[src/hw/rtl/mcta_pkg.sv]
// Shared types and constants of the min-cost track assignment block.
// Holds operation codes, cost limits and the controller/datapath command
// and status structs. No dependencies.
package mcta_pkg;

  localparam int COST_W = 25;
  localparam logic [COST_W-1:0] COST_MAX = {COST_W{1'b1}};
  localparam logic [COST_W-1:0] TOL_RESET = 25'd1024;
  localparam int OUT_DW = 40;

  localparam logic [1:0] OP_LOAD_TRK = 2'd0;
  localparam logic [1:0] OP_LOAD_DET = 2'd1;
  localparam logic [1:0] OP_SOLVE    = 2'd2;

  localparam logic [0:0] REG_TOL = 1'b0;

  typedef struct packed {
    logic idle;
    logic fill_rd;
    logic fill_diff;
    logic fill_mul;
    logic fill_sqrt;
    logic fill_wr;
    logic clr;
    logic ph_rd;
    logic ph_wr;
    logic cur_rd;
    logic cur_ex;
    logic sc_rd;
    logic sc_ex;
    logic up_rd;
    logic up_ex;
    logic aug_rd1;
    logic aug_rd2;
    logic aug_wr;
    logic res_rd;
    logic res_ca;
    logic res_wr;
    logic emit_rd;
    logic emit_show;
    logic empty_show;
    logic done;
  } cmd_t;

  typedef struct packed {
    logic solve_go;
    logic det_zero;
    logic track_zero;
    logic mul_last;
    logic sqrt_last;
    logic cell_last;
    logic j_last;
    logic owner_zero;
    logic prev_zero;
    logic i_last;
    logic k_last;
    logic out_fire;
  } sts_t;

endpackage

[src/hw/rtl/mcta_ctrl.sv]
// Sequencer of the min-cost track assignment block.
// One-hot state machine issuing commands to mcta_datapath; uses mcta_pkg.
module mcta_ctrl
  import mcta_pkg::*;
(
  input  logic clk,
  input  logic rst_n,
  input  sts_t sts,
  output cmd_t cmd
);

  typedef enum logic [24:0] {
    S_IDLE       = 25'h0000001,
    S_FILL_RD    = 25'h0000002,
    S_FILL_DIFF  = 25'h0000004,
    S_FILL_MUL   = 25'h0000008,
    S_FILL_SQRT  = 25'h0000010,
    S_FILL_WR    = 25'h0000020,
    S_CLR        = 25'h0000040,
    S_PH_RD      = 25'h0000080,
    S_PH_WR      = 25'h0000100,
    S_CUR_RD     = 25'h0000200,
    S_CUR_EX     = 25'h0000400,
    S_SC_RD      = 25'h0000800,
    S_SC_EX      = 25'h0001000,
    S_UP_RD      = 25'h0002000,
    S_UP_EX      = 25'h0004000,
    S_AUG_RD1    = 25'h0008000,
    S_AUG_RD2    = 25'h0010000,
    S_AUG_WR     = 25'h0020000,
    S_RES_RD     = 25'h0040000,
    S_RES_CA     = 25'h0080000,
    S_RES_WR     = 25'h0100000,
    S_EMIT_RD    = 25'h0200000,
    S_EMIT_SHOW  = 25'h0400000,
    S_EMPTY_SHOW = 25'h0800000,
    S_DONE       = 25'h1000000
  } state_t;

  state_t state_r, state_nxt;

  always_ff @(posedge clk) begin
    if (!rst_n) begin
      state_r <= S_IDLE;
    end else begin
      state_r <= state_nxt;
    end
  end

  always_comb begin
    state_nxt = state_r;
    case (state_r)
      S_IDLE: begin
        if (sts.solve_go) begin
          if (sts.det_zero) state_nxt = S_EMPTY_SHOW;
          else if (sts.track_zero) state_nxt = S_EMIT_RD;
          else state_nxt = S_FILL_RD;
        end
      end
      S_FILL_RD:   state_nxt = S_FILL_DIFF;
      S_FILL_DIFF: state_nxt = S_FILL_MUL;
      S_FILL_MUL:  if (sts.mul_last) state_nxt = S_FILL_SQRT;
      S_FILL_SQRT: if (sts.sqrt_last) state_nxt = S_FILL_WR;
      S_FILL_WR:   state_nxt = sts.cell_last ? S_CLR : S_FILL_RD;
      S_CLR:       if (sts.j_last) state_nxt = S_PH_RD;
      S_PH_RD:     state_nxt = S_PH_WR;
      S_PH_WR:     state_nxt = sts.j_last ? S_CUR_RD : S_PH_RD;
      S_CUR_RD:    state_nxt = S_CUR_EX;
      S_CUR_EX:    state_nxt = sts.owner_zero ? S_AUG_RD1 : S_SC_RD;
      S_SC_RD:     state_nxt = S_SC_EX;
      S_SC_EX:     state_nxt = sts.j_last ? S_UP_RD : S_SC_RD;
      S_UP_RD:     state_nxt = S_UP_EX;
      S_UP_EX:     state_nxt = sts.j_last ? S_CUR_RD : S_UP_RD;
      S_AUG_RD1:   state_nxt = S_AUG_RD2;
      S_AUG_RD2:   state_nxt = S_AUG_WR;
      S_AUG_WR: begin
        if (sts.prev_zero) state_nxt = sts.i_last ? S_RES_RD : S_PH_RD;
        else state_nxt = S_AUG_RD1;
      end
      S_RES_RD:    state_nxt = S_RES_CA;
      S_RES_CA:    state_nxt = S_RES_WR;
      S_RES_WR:    state_nxt = sts.j_last ? S_EMIT_RD : S_RES_RD;
      S_EMIT_RD:   state_nxt = S_EMIT_SHOW;
      S_EMIT_SHOW: if (sts.out_fire) state_nxt = sts.k_last ? S_DONE : S_EMIT_RD;
      S_EMPTY_SHOW: if (sts.out_fire) state_nxt = S_DONE;
      S_DONE:      state_nxt = S_IDLE;
      default:     state_nxt = S_IDLE;
    endcase
  end

  assign cmd.idle       = (state_r == S_IDLE);
  assign cmd.fill_rd    = (state_r == S_FILL_RD);
  assign cmd.fill_diff  = (state_r == S_FILL_DIFF);
  assign cmd.fill_mul   = (state_r == S_FILL_MUL);
  assign cmd.fill_sqrt  = (state_r == S_FILL_SQRT);
  assign cmd.fill_wr    = (state_r == S_FILL_WR);
  assign cmd.clr        = (state_r == S_CLR);
  assign cmd.ph_rd      = (state_r == S_PH_RD);
  assign cmd.ph_wr      = (state_r == S_PH_WR);
  assign cmd.cur_rd     = (state_r == S_CUR_RD);
  assign cmd.cur_ex     = (state_r == S_CUR_EX);
  assign cmd.sc_rd      = (state_r == S_SC_RD);
  assign cmd.sc_ex      = (state_r == S_SC_EX);
  assign cmd.up_rd      = (state_r == S_UP_RD);
  assign cmd.up_ex      = (state_r == S_UP_EX);
  assign cmd.aug_rd1    = (state_r == S_AUG_RD1);
  assign cmd.aug_rd2    = (state_r == S_AUG_RD2);
  assign cmd.aug_wr     = (state_r == S_AUG_WR);
  assign cmd.res_rd     = (state_r == S_RES_RD);
  assign cmd.res_ca     = (state_r == S_RES_CA);
  assign cmd.res_wr     = (state_r == S_RES_WR);
  assign cmd.emit_rd    = (state_r == S_EMIT_RD);
  assign cmd.emit_show  = (state_r == S_EMIT_SHOW);
  assign cmd.empty_show = (state_r == S_EMPTY_SHOW);
  assign cmd.done       = (state_r == S_DONE);

endmodule

[config.mk]
export PLATFORM = sky130hd
export DESIGN_NAME = mcta_ctrl
export DESIGN_NICKNAME = d
export VERILOG_FILES = /design/src/hw/rtl/mcta_pkg.sv /design/src/hw/rtl/mcta_ctrl.sv
export SDC_FILE = /design/constraint.sdc
export NUM_CORES = 1
export LEC_CHECK = 0
export ABC_AREA = 1
export BUFFER_PORTS_ARGS = -buffer_cell sky130_fd_sc_hd__buf_2
export CORE_MARGIN = 4
export CORE_UTILIZATION = 25
export CTS_CLUSTER_SIZE = 16
export DETAILED_ROUTE_END_ITERATION = 16
export SLEW_MARGIN = 20
export SYNTH_ARGS = -nofsm -noshare
export SYNTH_HDL_FRONTEND = slang
export SYNTH_SLANG_ARGS = --single-unit
[constraint.sdc]
create_clock -name clk -period 1.65 [get_ports clk]
set_input_delay 0.165 -clock clk [delete_from_list [all_inputs] [get_ports clk]]
set_output_delay 0.165 -clock clk [all_outputs]
set_load 0.1 [all_outputs]
==> results of run 1 <==
[cell families (layout without fill, tap and decap cells)]
kind of cell	count (synthesis)	in the layout
compound gates	14	14
flops	25	25
buf+inv	56	154
simple gates	185	185
[where the power goes]
group          internal [mW]  switching (mW)
clock network          0.173           0.206
registers              0.637          0.0347
logic                  0.925            1.38
[cell type report]
cell class | count | area, um^2 | share of cell area [%]
clock buffers | 4 | 45.04 | 1.260
inverters | 52 | 246.5 | 6.895
multi-input cells | 199 | 1513 | 42.32
flip-flops and latches | 25 | 539.3 | 15.09
well taps | 99 | 123.9 | 3.465
repair buffers | 97 | 1096 | 30.66
repair inverters | 1 | 11.26 | 0.3150
[metal layers]
| layer | vias up | global-route usage, % |
|---|---|---|
| met1 | 1012 | 18.77 |
| met4 | 0 | 3.249 |
| met3 | 6 | 2.644 |
| met2 | 36 | 25.55 |
| met5 | - | 0 |
| li1 | 1087 | - |
[timing repair]
item                       in CTS  in global routing
hold endpoints to repair        0                  0
setup buffers                  31                 12
setup endpoints to repair      38                 44
hold buffers                    0                  0
pin swaps                      34                 32
resized for setup              44                 29
gates cloned                    2                  0
[worst max-delay path by stage]
stage	from	endpoint	slack [ns]	cells past startpoint
global route	state_r[17]	cmd[18]	-0.25	8
global placement	state_r[20]	state_r[5]	0.01	10
floorplan	state_r[20]	state_r[0]	-0.45	10
detailed placement	state_r[12]	state_r[5]	-0.03	12
finish	state_r[17]	cmd[1]	-0.21	8
CTS	state_r[16]	cmd[20]	-0.20	8
[worst max-delay path, stage by stage, from the launching register on]
cell	delay (ns)
dfxtp_4	0.38
nor2_4	0.14
nand2_4	0.09
buf_4	0.17
nor2_2	0.21
nand2_8	0.07
buf_6	0.12
clkinvlp_4	0.07
buf_12	0.16
[through the flow]
stage               setup TNS (ns)  power (mW)  setup slack [ns]  cell area [um^2]
detailed placement        -0.07968       2.349          -0.02887              2919
global placement                 0       2.345           0.01134              2919
global route                -6.963       3.517           -0.2511              3575
CTS                         -4.252       3.156           -0.1995              3388
floorplan                   -4.929       1.873           -0.4517              2101
finish                      -4.383       3.355           -0.2094              3575
[placed cells by master, fill, tap and decap left out, drive strengths merged]
master,instances
o21ai,5
bufbuf,1
clkinvlp,3
nand2,52
nor3,15
dfxtp,25
clkbuf,4
nor2,70
buf,96
inv,48
nand3,35
a21oi,7
o211ai,2
nand3b,3
nand4,8
clkinv,2
nor4,2
==> results.sh, run 1 <==
export IMPL_track_usage_pct=14.67
export IMPL_antenna_found_initial=0
export IMPL_place_hpwl_um=4371
export IMPL_min_period_ns=1.859
export IMPL_num_fill_cells=668
export IMPL_p_leak_nw=1.594
export IMPL_postSynthCellCount=280
export IMPL_placementRows=31
export IMPL_route_detailed_drc=0
export IMPL_synth_most_common_cell="nor2_1"
export IMPL_top_regs="state_r x25"
export IMPL_drv_slew=0
export IMPL_place_gp_congestion=0.9108
export IMPL_synth_compound_area_share_pct=4.057
export IMPL_ir_drop_mv=0.4225
export IMPL_crit_arrival_ns=1.69
export IMPL_worstHoldPathType="primary input to flip-flop"
export IMPL_clockBufferDepth=2
export IMPL_syn_area_um2=1851
export IMPL_power_density_nw_per_um2=938.7
export IMPL_cp_max_fo=4
export IMPL_synth_commonest_cells="nor2_1, nand2_1, inv_1, dfxtp_1, nand3_1"
export IMPL_fin_crit_sh_pct=112.7
export IMPL_r2r_worst_path_cells=12
export IMPL_yosysTopAreaCellShare_pct=27.05
export IMPL_synthesis_nets=294
export IMPL_hold_start="sts[6]"
export IMPL_initial_utilization_pct=25.65
export IMPL_hold_violations=0
export IMPL_n_antenna_cell=0
export IMPL_violations="setup timing"
export IMPL_die_w_um=94.04
export IMPL_r2r_slack_ns=-0.11
export IMPL_clk_latency_ns=0.27
export IMPL_synth_fa_ha_area_share_pct=0
export IMPL_core_area_um2=7214
export IMPL_synth_edf_count=0
export IMPL_root_buffer="clkbuf_8"
export IMPL_drive_gt1_share_pct=61.11
export IMPL_route_met2_wl_um=3228
export IMPL_cts_num_sinks=25
export IMPL_max_freq_ghz=0.5378
export IMPL_crit_type="flip-flop to primary output"
export IMPL_fin_util_pct=49.55
export IMPL_detail_route_antenna_nets=0
export IMPL_tritoncts="done"
export IMPL_wl_met3_um=255
export IMPL_routed_wl_um=6282
export IMPL_synth_simple_area_share_pct=56.25
export IMPL_fin_skew_ns=0.005417
export IMPL_worst_hold_slack_ns=0.1534
export IMPL_overflow=0
export IMPL_largest_reg_flops=25
export IMPL_wl_per_cell_um=13.17
export IMPL_worst_pin_slew_ns=0.4595
export IMPL_top_register="state_r"
export IMPL_hold_end="state_r[6]"
export IMPL_avgSynthCellArea_um2=6.609
export IMPL_critPathCaptureType="primary output"
export IMPL_yosysTopAreaCell="dfxtp_1"
export IMPL_drv_cap=0
export IMPL_fp_dieH_um=94.04
export IMPL_start_kind="flip-flop"
export IMPL_synth_async_sr_flop_share_pct=0
export IMPL_dr_total_vias=2141
export IMPL_cp_required_ns=1.48
export IMPL_worstReg2RegStart="state_r[17]"
export IMPL_drtIter0Drc=64
export IMPL_dp_cells=431
export IMPL_htree_num_levels=1
export IMPL_top_layer="met4"
export IMPL_ios=39
export IMPL_r2r_end="state_r[5]"
export IMPL_grt_max_degree=14
export IMPL_yosys_top_cells_area="dfxtp_1, nor2_1, nand2_1"
export IMPL_ys_ff_latch=25
export IMPL_slew_headroom_pct=69.33
export IMPL_outcome="finished, violations left"
export IMPL_ys_seq_area_share_pct=27.05
export IMPL_fin_ws_ns=-0.2094
export IMPL_port_buffers=38
export IMPL_synth_top_family_by_area="simple AND/OR/NAND/NOR gates"
export IMPL_rsz0062_at_grt="true"
export IMPL_area_delta_synth_final_pct=93.17
export IMPL_fin_nets=393
export IMPL_met1Wirelength_um=2732
export IMPL_grt_pass1_vias=2197
export IMPL_min_path_cells=3
export IMPL_clkSlewWorstSetupHoldPaths_ns=0.09
export IMPL_muxShareOfSynthArea_pct=0
export IMPL_drt_vias_per_instance=4.488
export IMPL_instances_no_fill=477
export IMPL_synth_main_ff_cell="dfxtp_1"
export IMPL_synth_distinct_cells=27
export IMPL_setup_violations=43
export IMPL_grt_pass1_wl_um=10390
export IMPL_firstDrtPassIters=4
export IMPL_synthXorXnorAreaFrac_pct=0
export IMPL_yosysWarnings=0
export IMPL_cts_made_buffers=3
export IMPL_fp_dieArea_um2=8843
No activity file was read; power rests on OpenSTA's default activity.
==> inputs of run 2 (changes only) <==
--- a/config.mk
+++ b/config.mk
@@ -11,6 +11,7 @@
 export CORE_UTILIZATION = 25
 export CTS_CLUSTER_SIZE = 16
 export DETAILED_ROUTE_END_ITERATION = 16
+export PLACE_DENSITY = 0.45
 export SLEW_MARGIN = 20
 export SYNTH_ARGS = -nofsm -noshare
 export SYNTH_HDL_FRONTEND = slang
==> run 2 against run 1 <==
Against the previous run:
- the run still ends with setup timing left
- maximum frequency rose by 0.69%
- die area did not move
- sequential share of layout area fell by 1.1 points
- wire length rose by 4.3%
- register-to-register slack improved by 0.04 ns
- power rose by 3.0%
- global-route usage rose by 0.24 points
- clock skew fell by 0.0035 ns
- core utilization rose by 3.1 points
==> results.sh, run 2 (synthesized netlist as in run 1, its figures left out) <==
export IMPL_outcome="finished, violations left"
export IMPL_violations="setup timing"
export IMPL_hold_violations=0
export IMPL_cts_made_buffers=3
export IMPL_ios=39
export IMPL_detail_route_antenna_nets=0
export IMPL_slew_headroom_pct=69.95
export IMPL_worstReg2RegStart="state_r[11]"
export IMPL_rsz0062_at_grt="true"
export IMPL_top_regs="state_r x25"
export IMPL_min_period_ns=1.847
export IMPL_setup_violations=42
export IMPL_min_path_cells=4
export IMPL_drv_slew=0
export IMPL_htree_num_levels=1
export IMPL_r2r_worst_path_cells=13
export IMPL_drtIter0Drc=86
export IMPL_tritoncts="done"
export IMPL_hold_end="state_r[11]"
export IMPL_route_detailed_drc=0
export IMPL_drive_gt1_share_pct=65.15
export IMPL_top_register="state_r"
export IMPL_top_layer="met4"
export IMPL_drv_cap=0
export IMPL_core_area_um2=7214
export IMPL_track_usage_pct=14.92
export IMPL_drt_vias_per_instance=4.380
export IMPL_dr_total_vias=2168
export IMPL_fin_nets=411
export IMPL_initial_utilization_pct=25.65
export IMPL_antenna_found_initial=0
export IMPL_fin_skew_ns=0.001907
export IMPL_fp_dieH_um=94.04
export IMPL_r2r_end="state_r[5]"
export IMPL_path_cells="nor2_4, nand2_4, inv_4, nand3_4, buf_12, nor3_4, buf_12"
export IMPL_route_met2_wl_um=3355
export IMPL_max_stage_delay_ns=0.37
export IMPL_p_leak_nw=1.662
export IMPL_dpl_cell_area_um2=3009
export IMPL_routed_wl_um=6552
export IMPL_n_antenna_cell=0
export IMPL_max_freq_ghz=0.5415
export IMPL_ir_drop_mv=0.5244
export IMPL_cpMaxStageDelayCell="dfxtp_4"
export IMPL_cts_num_sinks=25
export IMPL_clk_latency_ns=0.27
export IMPL_cp_common_cell="buf_12"
export IMPL_clockBufferDepth=2
export IMPL_fp_dieArea_um2=8843
export IMPL_most_common_layout_cells="buf_4, nor2_1, nor2_4"
export IMPL_path_buf_inv=3
export IMPL_met1Wirelength_um=2946
export IMPL_dp_cells=443
export IMPL_cp_required_ns=1.48
export IMPL_placementRows=31
export IMPL_grt_max_degree=15
export IMPL_crit_type="flip-flop to primary output"
export IMPL_grt_pass1_wl_um=10400
export IMPL_wl_per_cell_um=13.24
export IMPL_worstHoldPathType="primary input to flip-flop"
export IMPL_wl_met3_um=228
export IMPL_place_hpwl_um=4562
export IMPL_crit_family="simple AND/OR/NAND/NOR gates"
export IMPL_start_kind="flip-flop"
export IMPL_fin_crit_sh_pct=111.9
export IMPL_grt_pass1_vias=2167
export IMPL_overflow=0
export IMPL_crit_arrival_ns=1.68
export IMPL_port_buffers=38
export IMPL_place_gp_congestion=0.8406
export IMPL_critPathCaptureType="primary output"
export IMPL_die_w_um=94.04
export IMPL_root_buffer="clkbuf_8"
export IMPL_p_total_mw=3.457
export IMPL_cp_max_fo=8
export IMPL_finalInstanceArea_um2=3795
export IMPL_clkSlewWorstSetupHoldPaths_ns=0.09
export IMPL_firstDrtPassIters=4
export IMPL_power_density_nw_per_um2=911.0
export IMPL_largest_reg_flops=25
export IMPL_instances_no_fill=495
export IMPL_final_common_cell="buf_4"
export IMPL_hold_start="sts[4]"
export IMPL_num_fill_cells=665
export IMPL_fin_ws_ns=-0.1966
export IMPL_r2r_slack_ns=-0.07
export IMPL_worst_pin_slew_ns=0.4502
export IMPL_area_delta_synth_final_pct=105.1
-- run 2: metal layers --
| layer | up-vias | track usage (%) |
|---|---|---|
| li1 | 1125 | - |
| met1 | 1003 | 19.33 |
| met2 | 38 | 26.26 |
| met3 | 2 | 2.404 |
| met4 | 0 | 2.527 |
| met5 | - | 0 |
-- run 2: worst max path at each step --
| stage | start | to | slack, ns | cells past startpoint |
|---|---|---|---|---|
| 5_1_grt | state_r[18] | cmd[20] | -0.30 | 7 |
| 4_1_cts | state_r[6] | cmd[0] | -0.21 | 7 |
| 6_report | state_r[18] | cmd[20] | -0.20 | 7 |
| 2_1_floorplan | state_r[20] | state_r[0] | -0.45 | 10 |
| 3_3_place_gp | state_r[22] | state_r[5] | -0.06 | 10 |
| 3_5_place_dp | state_r[22] | state_r[5] | -0.06 | 10 |
-- run 2: repair_timing --
item	in CTS	in global routing
hold buffers	0	0
pin swaps	33	32
resized for setup	51	40
setup buffers	38	12
cloned	2	0
setup endpoints to repair	38	43
-- run 2: worst reg2reg max path: stages, from the launching register on --
cell      delay, ns
dfxtp_2        0.35
nor2_4         0.13
nand2_4        0.08
nor2_4         0.18
nand2_8        0.10
clkinv_8       0.10
nand2_4        0.05
buf_4          0.13
nand2_2        0.08
nand2_4        0.08
nand2_8        0.13
clkinv_8       0.10
nand2_2        0.06
nor2_1         0.03
-- run 2: final cells by class --
class / instances / area, um^2 / share of cell area (%)
multi-input cells: 199 / 1565 / 41.25
repair buffers: 115 / 1270 / 33.47
flip-flops and latches: 25 / 529.3 / 13.95
inverters: 52 / 249.0 / 6.561
well taps: 99 / 123.9 / 3.264
clock buffers: 3 / 41.29 / 1.088
repair inverters: 1 / 11.26 / 0.2967
clock inverters: 1 / 5.005 / 0.1319
-- run 2: where the power goes --
| group | switching [mW] | internal [mW] |
|---|---|---|
| registers | 0.0369 | 0.642 |
| clock network | 0.211 | 0.169 |
| logic | 1.41 | 0.987 |
| total | 1.66 | 1.80 |
-- run 2: through the flow --
stage / util [%] / TNS (ns) / setup WS, ns / hold slack [ns]
finish: 52.60 / -3.802 / -0.1966 / 0.1619
global route: 52.60 / -7.789 / -0.3006 / 0.1549
CTS: 49.50 / -3.374 / -0.2083 / 0.1578
detailed placement: 41.71 / -0.3636 / -0.05515 / 0.4552
global placement: 41.71 / -0.3726 / -0.06292 / 0.4600
floorplan: - / -4.929 / -0.4517 / 0.2780
==> inputs of run 3 (changes only) <==
--- a/config.mk
+++ b/config.mk
@@ -5,13 +5,13 @@
 export SDC_FILE = /design/constraint.sdc
 export NUM_CORES = 1
 export LEC_CHECK = 0
-export ABC_AREA = 1
 export BUFFER_PORTS_ARGS = -buffer_cell sky130_fd_sc_hd__buf_2
 export CORE_MARGIN = 4
 export CORE_UTILIZATION = 25
 export CTS_CLUSTER_SIZE = 16
 export DETAILED_ROUTE_END_ITERATION = 16
-export PLACE_DENSITY = 0.45
+export PLACE_DENSITY = 0.46
+export SETUP_SLACK_MARGIN = 0.4
 export SLEW_MARGIN = 20
 export SYNTH_ARGS = -nofsm -noshare
 export SYNTH_HDL_FRONTEND = slang
==> constraint.sdc (replaced) <==
create_clock -name clk -period 1.65 [get_ports clk]
set_input_delay 0.4125 -clock clk [delete_from_list [all_inputs] [get_ports clk]]
set_output_delay 0.4125 -clock clk [all_outputs]
set_load 0.1 [all_outputs]
==> run 3 against run 2 <==
Against the previous run:
- the flow still finishes with violations (setup timing)
- register-to-register slack got worse by 0.92 ns
- first-iteration DRC count fell by 8.1%
- cell area fell by 4.5%
- count of clock-buffer cells in the layout did not move
- critical path type unchanged
- synthesized area fell by 14%
- maximum frequency fell by 32%
- via count fell by 3.4%
- largest power group unchanged
- synthesized cell count fell by 29%
- wire length rose by 4.7%
- clock skew rose by 0.0044 ns
- cell count fell by 16%
==> results.sh, run 3 <==
export IMPL_outcome="finished, violations left"
export IMPL_violations="setup timing"
export IMPL_placementRows=28
export IMPL_syn_area_um2=1589
export IMPL_p_leak_nw=1.480
export IMPL_ff_latch_area_um2=508.0
export IMPL_routed_wl_um=6857
export IMPL_muxShareOfSynthArea_pct=0.6299
export IMPL_cts_hold_buffers=0
export IMPL_track_usage_pct=18.97
export IMPL_crit_arrival_ns=2.32
export IMPL_postSynthCellCount=200
export IMPL_htree_num_levels=1
export IMPL_dp_cells=396
export IMPL_largest_reg_flops=25
export IMPL_start_kind="flip-flop"
export IMPL_synth_commonest_cells="nor2_1, dfxtp_1, and3_1, nor3_1, nor4_1"
export IMPL_drv_slew=0
export IMPL_drive_gt1_share_pct=65.50
export IMPL_route_detailed_drc=0
export IMPL_tritoncts="done"
export IMPL_fin_ws_ns=-1.084
export IMPL_fp_dieH_um=87.73
export IMPL_setup_tns_ns=-44.03
export IMPL_fp_dieArea_um2=7696
export IMPL_port_buffers=38
export IMPL_p_total_mw=2.492
export IMPL_power_density_nw_per_um2=687.3
export IMPL_core_area_um2=6061
export IMPL_synth_edf_count=0
export IMPL_dr_total_vias=2095
export IMPL_synth_most_common_cell="nor2_1"
export IMPL_synth_simple_area_share_pct=50.24
export IMPL_top_register="state_r"
export IMPL_worst_hold_slack_ns=0.3816
export IMPL_num_fill_cells=525
export IMPL_most_common_layout_cells="buf_4, buf_12, dfxtp_1"
export IMPL_synth_fa_ha_area_share_pct=0
export IMPL_clkSlewWorstSetupHoldPaths_ns=0.10
export IMPL_synth_distinct_cells=45
export IMPL_path_cells="or4_4, or4_4, or3_4, clkinvlp_4, buf_12"
export IMPL_avgSynthCellArea_um2=7.945
export IMPL_path_buf_inv=2
export IMPL_synth_main_ff_cell="dfxtp_1"
export IMPL_worstHoldPathType="primary input to flip-flop"
export IMPL_drt_vias_per_instance=5.024
export IMPL_place_gp_congestion=0.8543
export IMPL_cp_common_cell="or4_4"
export IMPL_synthXorXnorAreaFrac_pct=3.307
export IMPL_multi_input_area_um2=1493
export IMPL_root_buffer="clkbuf_8"
export IMPL_overflow=0
export IMPL_ys_seq_area_share_pct=31.50
export IMPL_synthesis_nets=214
export IMPL_fin_skew_ns=0.006287
export IMPL_area_delta_synth_final_pct=128.2
export IMPL_cts_made_buffers=3
export IMPL_final_common_cell="buf_4"
export IMPL_setup_violations=50
export IMPL_clk_latency_ns=0.28
export IMPL_fin_nets=357
export IMPL_yosysWarnings=0
export IMPL_synth_async_sr_flop_share_pct=0
export IMPL_yosysTopAreaCell="dfxtp_1"
export IMPL_fin_crit_sh_pct=165.7
export IMPL_synth_top_family_by_area="simple AND/OR/NAND/NOR gates"
export IMPL_yosys_top_cells_area="dfxtp_1, nor2_1, and3_1"
export IMPL_top_regs="state_r x25"
export IMPL_firstDrtPassIters=4
export IMPL_grt_max_degree=18
export IMPL_cp_required_ns=1.24
export IMPL_max_stage_delay_ns=0.53
export IMPL_drtIter0Drc=79
export IMPL_place_hpwl_um=5373
export IMPL_initial_utilization_pct=26.22
export IMPL_wl_per_cell_um=16.44
export IMPL_cp_max_fo=2
export IMPL_n_antenna_cell=0
export IMPL_ir_drop_mv=0.9587
export IMPL_grt_pass1_wl_um=11220
export IMPL_crit_type="flip-flop to primary output"
export IMPL_min_period_ns=2.734
export IMPL_rsz0062_at_grt="true"
export IMPL_cpMaxStageDelayCell="or4_4"
export IMPL_hold_violations=0
export IMPL_crit_family="simple AND/OR/NAND/NOR gates"
export IMPL_pre_cts_ws_ns=-0.8297
export IMPL_slew_headroom_pct=65.28
export IMPL_detail_route_antenna_nets=0
export IMPL_instances_no_fill=417
export IMPL_die_w_um=87.73
export IMPL_critPathCaptureType="primary output"
export IMPL_clockBufferDepth=2
export IMPL_synth_compound_area_share_pct=9.764
export IMPL_drv_cap=0
export IMPL_ys_ff_latch=25
export IMPL_yosysTopAreaCellShare_pct=31.50
export IMPL_cts_num_sinks=25
export IMPL_ios=39
export IMPL_worst_pin_slew_ns=0.5135
export IMPL_max_freq_ghz=0.3658
export IMPL_antenna_found_initial=0
export IMPL_grt_pass1_vias=2192
run 3: cell types whose count changed after synthesis, moves of 11 or more:
cell,change
nor2_1,-25
and3_1,+11
inv_1,-21
inv_2,-20
nand3_1,-17
nand2_1,-33
run 3: path summary, 6_finish.rpt:
check	startpoint	end	depth (start not counted)	slack [ns]
setup reg to reg	state_r[20]	state_r[23]	8	-0.99
hold reg to reg	state_r[22]	state_r[24]	3	0.70
hold / removal	sts[6]	state_r[6]	3	0.38
setup / recovery	state_r[20]	cmd[20]	5	-1.08
run 3: worst register-to-register path, stage by stage, from the launching register on:
cell,delay [ns]
dfxtp_2,0.33
or4_4,0.54
or4_4,0.53
or3_4,0.36
buf_4,0.15
o2111a_2,0.27
buf_12,0.16
mux2i_1,0.16
nor2b_1,0.06
run 3: cell families (layout without fill, tap and decap cells):
logic type / Yosys count / count (layout)
AOI/OAI and AO/OA: 22 / 22
xor gates and xnor gates: 6 / 6
buffers and inverters: 15 / 156
DFF: 25 / 25
muxes: 1 / 1
and+or+nand+nor: 131 / 132
run 3: stage by stage:
step | utilization (%) | area, um^2
after CTS | 57.95 | 3512
final | 59.83 | 3626
after floorplan | - | 1921
after global routing | 59.83 | 3626
after global placement | 52.99 | 3212
after detailed placement | 52.99 | 3212
run 3: metal layers:
metal  up-vias  GRT usage, %  wire length, um
met3         6         3.763              256
met2        41         32.53             3424
met1       995         24.62             3137
met4         0         4.045               39
met5         -             0                0
li1       1053             -                -
run 3: power by group:
part	total, mW	switching (mW)	internal, mW
registers	0.635	0.0123	0.623
clock network	0.390	0.218	0.172
logic	1.47	0.766	0.700
total	2.49	0.997	1.50
run 3: area by class of cell:
class                           instances  share of cell area, %
Clock inverter                          1                 0.2070
Tap cell                               75                  2.588
Sequential cell                        25                  14.01
Inverter                                9                  1.449
Multi-Input combinational cell        161                  41.17
Clock buffer                            3                  1.139
Timing Repair Buffer                  143                  39.44
run 3: what timing repair did:
item                       4_1_cts  5_1_grt
gates resized for setup         41       18
pin swaps                       17        6
buffers inserted                11        5
gates cloned                     1        0
setup endpoints to repair       50       50
